==> config.mk <==
export PLATFORM = sky130hd
export DESIGN_NAME = vds_ctrl
export DESIGN_NICKNAME = d
export VERILOG_FILES = /design/src/rtl/core/vds_pkg.sv /design/src/rtl/core/vds_ctrl.sv
export SDC_FILE = /design/constraint.sdc
export NUM_CORES = 1
export LEC_CHECK = 0
export BUFFER_PORTS_ARGS = -buffer_cell sky130_fd_sc_hd__buf_4
export CORE_MARGIN = 2
export CORE_UTILIZATION = 50
export CTS_BUF_LIST = sky130_fd_sc_hd__clkbuf_16
export DETAILED_ROUTE_END_ITERATION = 10
export MAX_ROUTING_LAYER = met4
export PLACE_DENSITY = 0.7
export SKIP_CTS_REPAIR_TIMING = 1
export SYNTH_ARGS = -nofsm -noshare
export SYNTH_HDL_FRONTEND = slang
export SYNTH_SLANG_ARGS = --single-unit
==> constraint.sdc <==
create_clock -name clock -period 3.97 [get_ports clock]
set_input_delay 0.5955 -clock clock [delete_from_list [all_inputs] [get_ports clock]]
set_output_delay 0.5955 -clock clock [all_outputs]
set_load 0.01 [all_outputs]
==> src/rtl/core/vds_pkg.sv <==
`timescale 1ns / 1ps
package vds_pkg;

   localparam int ACC_W     = 48;
   localparam int PROD_W    = 96;
   localparam int ROOT_W    = 48;
   localparam int SREM_W    = 50;
   localparam int DREM_W    = 49;
   localparam int FRAC_W    = 30;
   localparam int STEP_W    = 7;

   localparam logic [STEP_W-1:0] MUL_LAST  = 7'd47;
   localparam logic [STEP_W-1:0] SQRT_LAST = 7'd47;
   localparam logic [STEP_W-1:0] DIV_INT   = 7'd48;
   localparam logic [STEP_W-1:0] DIV_LAST  = 7'd77;

   typedef enum logic [1:0] {
      MODE_EUCLID    = 2'd0,
      MODE_MANHATTAN = 2'd1,
      MODE_COSINE    = 2'd2,
      MODE_NONE      = 2'd3
   } mode_type;

   typedef struct packed {
      logic acc_en;
      logic clear;
      logic mul_load;
      logic mul_step;
      logic sqrt_load;
      logic sqrt_step;
      logic div_load;
      logic div_step;
      logic div_frac;
      logic out_load;
   } cmd_type;

   typedef struct packed {
      logic vec_end;
      logic norm_bad;
   } status_type;

   // saturating add of a signed term onto a signed accumulator
   function automatic logic [ACC_W:0] sat_add(input logic [ACC_W-1:0] sum,
                                              input logic [ACC_W-1:0] term);
      logic signed [ACC_W:0] s;
      logic                  clip;
      logic [ACC_W-1:0]      r;
      s    = $signed({sum[ACC_W-1], sum}) + $signed({term[ACC_W-1], term});
      clip = s[ACC_W] != s[ACC_W-1];
      if (!clip) r = s[ACC_W-1:0];
      else if (s[ACC_W]) r = {1'b1, {(ACC_W-1){1'b0}}};
      else r = {1'b0, {(ACC_W-1){1'b1}}};
      return {clip, r};
   endfunction

endpackage

==> src/rtl/core/vds_ctrl.sv <==
`timescale 1ns / 1ps
module vds_ctrl
   import vds_pkg::*;
(
   input  logic       clock,
   input  logic       reset,
   input  mode_type   mode,
   input  logic       req_tvalid,
   output logic       req_tready,
   output logic       rsp_tvalid,
   input  logic       rsp_tready,
   input  status_type status,
   output cmd_type    cmd
);

   typedef enum logic [7:0] {
      S_ACC   = 8'b0000_0001,
      S_START = 8'b0000_0010,
      S_MUL   = 8'b0000_0100,
      S_SQLD  = 8'b0000_1000,
      S_SQRT  = 8'b0001_0000,
      S_DVLD  = 8'b0010_0000,
      S_DIV   = 8'b0100_0000,
      S_OUT   = 8'b1000_0000
   } state_type;

   state_type         state_ff, state_in;
   logic [STEP_W-1:0] cnt_ff, cnt_in;
   logic              valid_ff, valid_in;
   logic              slot_free;
   logic              last_step;

   assign req_tready = state_ff == S_ACC;
   assign rsp_tvalid = valid_ff;
   assign slot_free  = !valid_ff || rsp_tready;

   always_comb begin
      cmd       = '0;
      state_in  = state_ff;
      last_step = 1'b0;
      unique case (state_ff)
         S_ACC: begin
            cmd.acc_en = req_tvalid;
            if (req_tvalid && status.vec_end) state_in = S_START;
         end
         S_START: begin
            if (mode == MODE_EUCLID) begin
               state_in = S_SQLD;
            end else if (mode == MODE_COSINE && !status.norm_bad) begin
               cmd.mul_load = 1'b1;
               state_in     = S_MUL;
            end else begin
               state_in = S_OUT;
            end
         end
         S_MUL: begin
            cmd.mul_step = 1'b1;
            last_step    = cnt_ff == MUL_LAST;
            if (last_step) state_in = S_SQLD;
         end
         S_SQLD: begin
            cmd.sqrt_load = 1'b1;
            state_in      = S_SQRT;
         end
         S_SQRT: begin
            cmd.sqrt_step = 1'b1;
            last_step     = cnt_ff == SQRT_LAST;
            if (last_step) state_in = (mode == MODE_COSINE) ? S_DVLD : S_OUT;
         end
         S_DVLD: begin
            cmd.div_load = 1'b1;
            state_in     = S_DIV;
         end
         S_DIV: begin
            cmd.div_step = 1'b1;
            cmd.div_frac = cnt_ff >= DIV_INT;
            last_step    = cnt_ff == DIV_LAST;
            if (last_step) state_in = S_OUT;
         end
         S_OUT: begin
            if (slot_free) begin
               cmd.out_load = 1'b1;
               cmd.clear    = 1'b1;
               state_in     = S_ACC;
            end
         end
         default: state_in = S_ACC;
      endcase
   end

   always_comb begin
      if ((cmd.mul_step || cmd.sqrt_step || cmd.div_step) && !last_step)
         cnt_in = cnt_ff + 1'b1;
      else
         cnt_in = '0;
   end

   always_comb begin
      valid_in = valid_ff;
      if (cmd.out_load) valid_in = 1'b1;
      else if (rsp_tready) valid_in = 1'b0;
   end

   always_ff @(posedge clock) begin
      if (reset) begin
         state_ff <= S_ACC;
         cnt_ff   <= '0;
         valid_ff <= 1'b0;
      end else begin
         state_ff <= state_in;
         cnt_ff   <= cnt_in;
         valid_ff <= valid_in;
      end
   end

`ifndef SYNTHESIS
   a_end_starts: assert property (@(posedge clock) disable iff (reset)
      (cmd.acc_en && status.vec_end) |=> state_ff == S_START)
      else $error("vector end did not start result computation");
   a_div_cosine: assert property (@(posedge clock) disable iff (reset)
      (state_ff == S_DIV) |-> mode == MODE_COSINE)
      else $error("divider running outside cosine mode");
   a_cnt_bound: assert property (@(posedge clock) disable iff (reset)
      cnt_ff <= DIV_LAST)
      else $error("step counter out of range");
   a_no_overwrite: assert property (@(posedge clock) disable iff (reset)
      (rsp_tvalid && !rsp_tready) |-> !cmd.out_load)
      else $error("pending result overwritten");
`endif

endmodule

Word level (Yosys, flattened, before mapping):

Index checks and enable logic that the tools add are counted.
W data, S select, Z words.

* add/sub/neg operators: 1
* order comparisons: 1
* equal/unequal tests: 16
* mux-type cells: 23
* bitwise logic cells: 1
* reduce and logical (&&, ||, !) cells: 14

Operator list (count)
* $mux W8: 8
* $pmux W8 S8: 1
* $mux W1: 12
* $eq A8 B1 Y1 const B: 1
* $eq A8 B2 Y1 const B: 1
* $eq A8 B3 Y1 const B: 1
* $eq A8 B4 Y1 const B: 1
* $eq A8 B5 Y1 const B: 1
* $eq A8 B6 Y1 const B: 1
* $eq A8 B7 Y1 const B: 1
* $eq A8 B8 Y1 const B: 1
* $ne A2 B2 Y1 const B: 4
* $add A7 B1 Y7 const B: 1
* $eq A7 B6 Y1 const B: 1
* $eq A7 B7 Y1 const B: 1
* $ge A7 B6 Y1 const B: 1
* $reduce_and A5 Y1: 1
* $reduce_or A2 Y1: 2
* $logic_and A1 B1 Y1: 3
* $logic_not A1 Y1: 3
* $logic_or A1 B1 Y1: 3
* $eq A2 B2 Y1 const B: 1
* $logic_not A2 Y1: 1
* $mux W2: 1
* 4 further kinds: 4

* register bits after elaboration: 16
* bits of input ports: 8
* output and inout bits: 12
* word-level logic and storage cells: 59

Logic depth before layout (Yosys ltp):

* depth in word-level cells: 7
* mapped depth: 7
* gate-level depth less buffers: 7

Worst setup path after synthesis:

No wires, ideal clock.

* kind: register to output
* start: register state_ff[2]
* end: output port cmd[7] (netlist name)
* arrival: 1.363 ns
* required time: 3.374 ns
* setup slack: 2.011 ns
* cell stages (with the launch flop): 6
* path buffers: 1
* path through: dfxtp_1 > clkbuf_8 > nor4_4 > nand4b_1 > or3_1 > inv_1

RTL lines
* start: declaration: RTL line vds_ctrl.sv:27 `state_type state_ff, state_in;`
* start signal: assignment: RTL line vds_ctrl.sv:110 `state_ff <= state_in;`
* end: declaration: RTL line vds_ctrl.sv:13 `output cmd_type cmd`

==> results.md <==
* Status: finished clean
* Post-synthesis sequential area ratio at 31.6%
* Row count at 16
* Worst-path clk slew at 0.05 ns
* Via count at 878
* Grt ovf at 0
* Met3 wire len at ~80 um
* DIE HEIGHT at 49.0 um
* M1 WL at 938 um
* Fin Clk Skew at 0.00375 ns
* Largest net degree at the start of global routing at 9
* Final hold vios at 0
* Layout Cells excl Fill at 159
* Pins Over Slew Limit at 0
* Io pins at 20
* Drt via density at 5.52
* Area Growth Syn to Fin at 20.4%
* Post-route setup TNS at 0 ns
* CP Capture Type: primary output
* Initial antenna violation count at 0
* GR Util All Layers at 19.2%
* EDFF count, synth at 0
* Final setup fails at 0
* Post-DP HPWL at 1.74 mm
* Initial DRC Count at 21
* Cell variety after synth at 45
* Chip width at 49.0 um
* Period utilization at 59.7%
* Nets at ~150
* Placer Congestion at around 0.92
* Yosys reg bits at 16
* DR DRC count at 0
* CTS buffer count at 3
* DIE AREA at 2400 um^2
* Post-DRT Antenna Nets at 0
* H-tree levels at 1
* Leak at 0.482 nW
* Rel. slew slack at between 60% and 70%
* CP max FO at 7
* Worst setup margin at 1.60 ns
* Minimum clock period at 2.37 ns
* Tot Pwr at 0.466 mW
* Synth area leaders: dfxtp_1 32%, nor2_1 5.9%, xnor2_1 4.3%
* Maximum vdd drop at 0.000308 V
* Yosys top cell area share at between 30% and 40%
* Root Driver: clkbuf_16
* Placed insts at 156
* ANT cells at 0
* Worst path arrival time at 1.77 ns
* TritonRoute pass-1 iters at 4
* PortBufs at 19
* Global-route wire length before repair at approximately 3.5 mm
* Routed WL at 2.10 mm
* Core ar. at 1940 um^2
* Initial Util at 52.1%
* Synth Instances at 115
* Clk buf depth at 2
* Pre-CTS setup slack at 1.86 ns
* Synth Cell Area at 1010 um^2
* Vias in the first global route at 833
* Syn Nets at 126
* Biggest area consumer among synthesized cells: dfxtp_1
* Startpoint types: flip-flop
* Proportion of layout cells with a drive suffix above 1 at 28.8%
* Met2 routed WL at 1.03 mm
* RSZ-0062 raised after global routing: no
* Post-Syn Area per Cell at ~8.8 um^2
* Worst Path Required at 3.37 ns
* Main synth FF type: dfxtp_1
* CTS Sinks at 16
* Worst Hold Class: flip-flop to flip-flop
* Pwr/cell area at ~380 nW/um^2
* Clock Latency Late Sink at 0.24 ns
* Post-synthesis async set-or-reset flop share at 0%
* CTS tree: done
* Worst-margin pin slew at around 0.48 ns
* Max layer used: met4
* Routed len/inst at roughly 13 um
* Max Cap Viol at 0
* Setup CP Type: flip-flop to primary output
* Warnings from Yosys at 0
* Fmax at ~420 MHz
==> power breakdown <==
part           switching [mW]  internal [mW]
Sequential             0.0105          0.167
Clock                  0.0575          0.132
Combinational          0.0508         0.0487
Total                   0.119          0.347
==> critical path, cell delays in order, from the launching register on <==
cell,delay (ns)
dfxtp_1,0.40
nor4_4,0.40
nand4b_1,0.15
or3_1,0.40
inv_1,0.07
buf_4,0.11
==> kinds of logic (layout without fill, tap and decap cells) <==
group / after synthesis / in the layout / synth area share, %
compound gates: 19 / 19 / 14.7
fa+ha+maj: 3 / 3 / 3.71
buf+inv: 13 / 30 / 7.42
xor+xnor: 7 / 7 / 6.06
simple gates: 57 / 57 / 36.5
flops: 16 / 16 / 31.6
==> state kept, by name, summed over array words and instances (netlist names) <==
| signal | flops |
|---|---|
| cnt_ff | 7 |
| state_ff | 8 |
| rsp_tvalid | 1 |
==> final cells by class <==
cell class	instances	area [um^2]
Sequential cell	16	320
Timing Repair Buffer	19	143
Multi-Input combinational cell	86	617
Clock buffer	3	75.1
Inverter	8	30.0
Tap cell	27	33.8
Fill cell	163	723
==> stage by stage <==
| stage | instance area (um^2) | hold WS (ns) | util, % |
|---|---|---|---|
| 2_1_floorplan | 1010 | 0.441 | - |
| 3_3_place_gp | 1140 | 0.463 | 58.9 |
| 3_5_place_dp | 1140 | 0.496 | 58.9 |
| 4_1_cts | 1220 | 0.505 | 62.8 |
| 5_1_grt | 1220 | 0.524 | 62.8 |
| 6_report | 1220 | 0.490 | 62.8 |
==> layout by cell type (no fill, tap or decap), types with 2 or more instances in the layout <==
master and count:
buf_4 19, nor2_1 16, dfxtp_1 16, nand2_1 9
inv_1 8, a21oi_1 5, xnor2_1 5, nand3_1 3
nor4_1 3, o31ai_1 3, ha_1 3, clkbuf_16 3
nor2b_1 2, nand4b_1 2, and3_1 2, nand2b_1 2
or4_4 2, nor3_1 2, o21ba_2 2, xor2_1 2
==> layer usage <==
metal / up-vias / GRT usage (%)
met2: 20 / 32.4
met3: 7 / 3.37
li1: 443 / -
met1: 408 / 21.8
met5: - / -
met4: 0 / 9.52
==> synthesized netlist by cell type, types with 2 or more instances <==
master / instances
dfxtp_1: 16
nand4b_1: 2
xnor2_1: 5
or4_4: 2
nor3_1: 2
nor2_1: 16
inv_1: 8
nand2b_1: 2
o31ai_1: 3
nor2b_1: 2
ha_1: 3
o21ba_2: 2
nor4_1: 3
a21oi_1: 5
nand3_1: 3
nand2_1: 9
xor2_1: 2
and3_1: 2
buf_4: 2
==> path summary, 6_finish.rpt <==
path	start	to	slack, ns	cells after the start
max	state_ff[2]	cmd[7]	1.60	5
min	cnt_ff[0]	cnt_ff[0]	0.49	1
max reg2reg	cnt_ff[0]	state_ff[3]	2.02	6
min reg2reg	cnt_ff[0]	cnt_ff[0]	0.49	1
(Power assumes the default switching activity.)
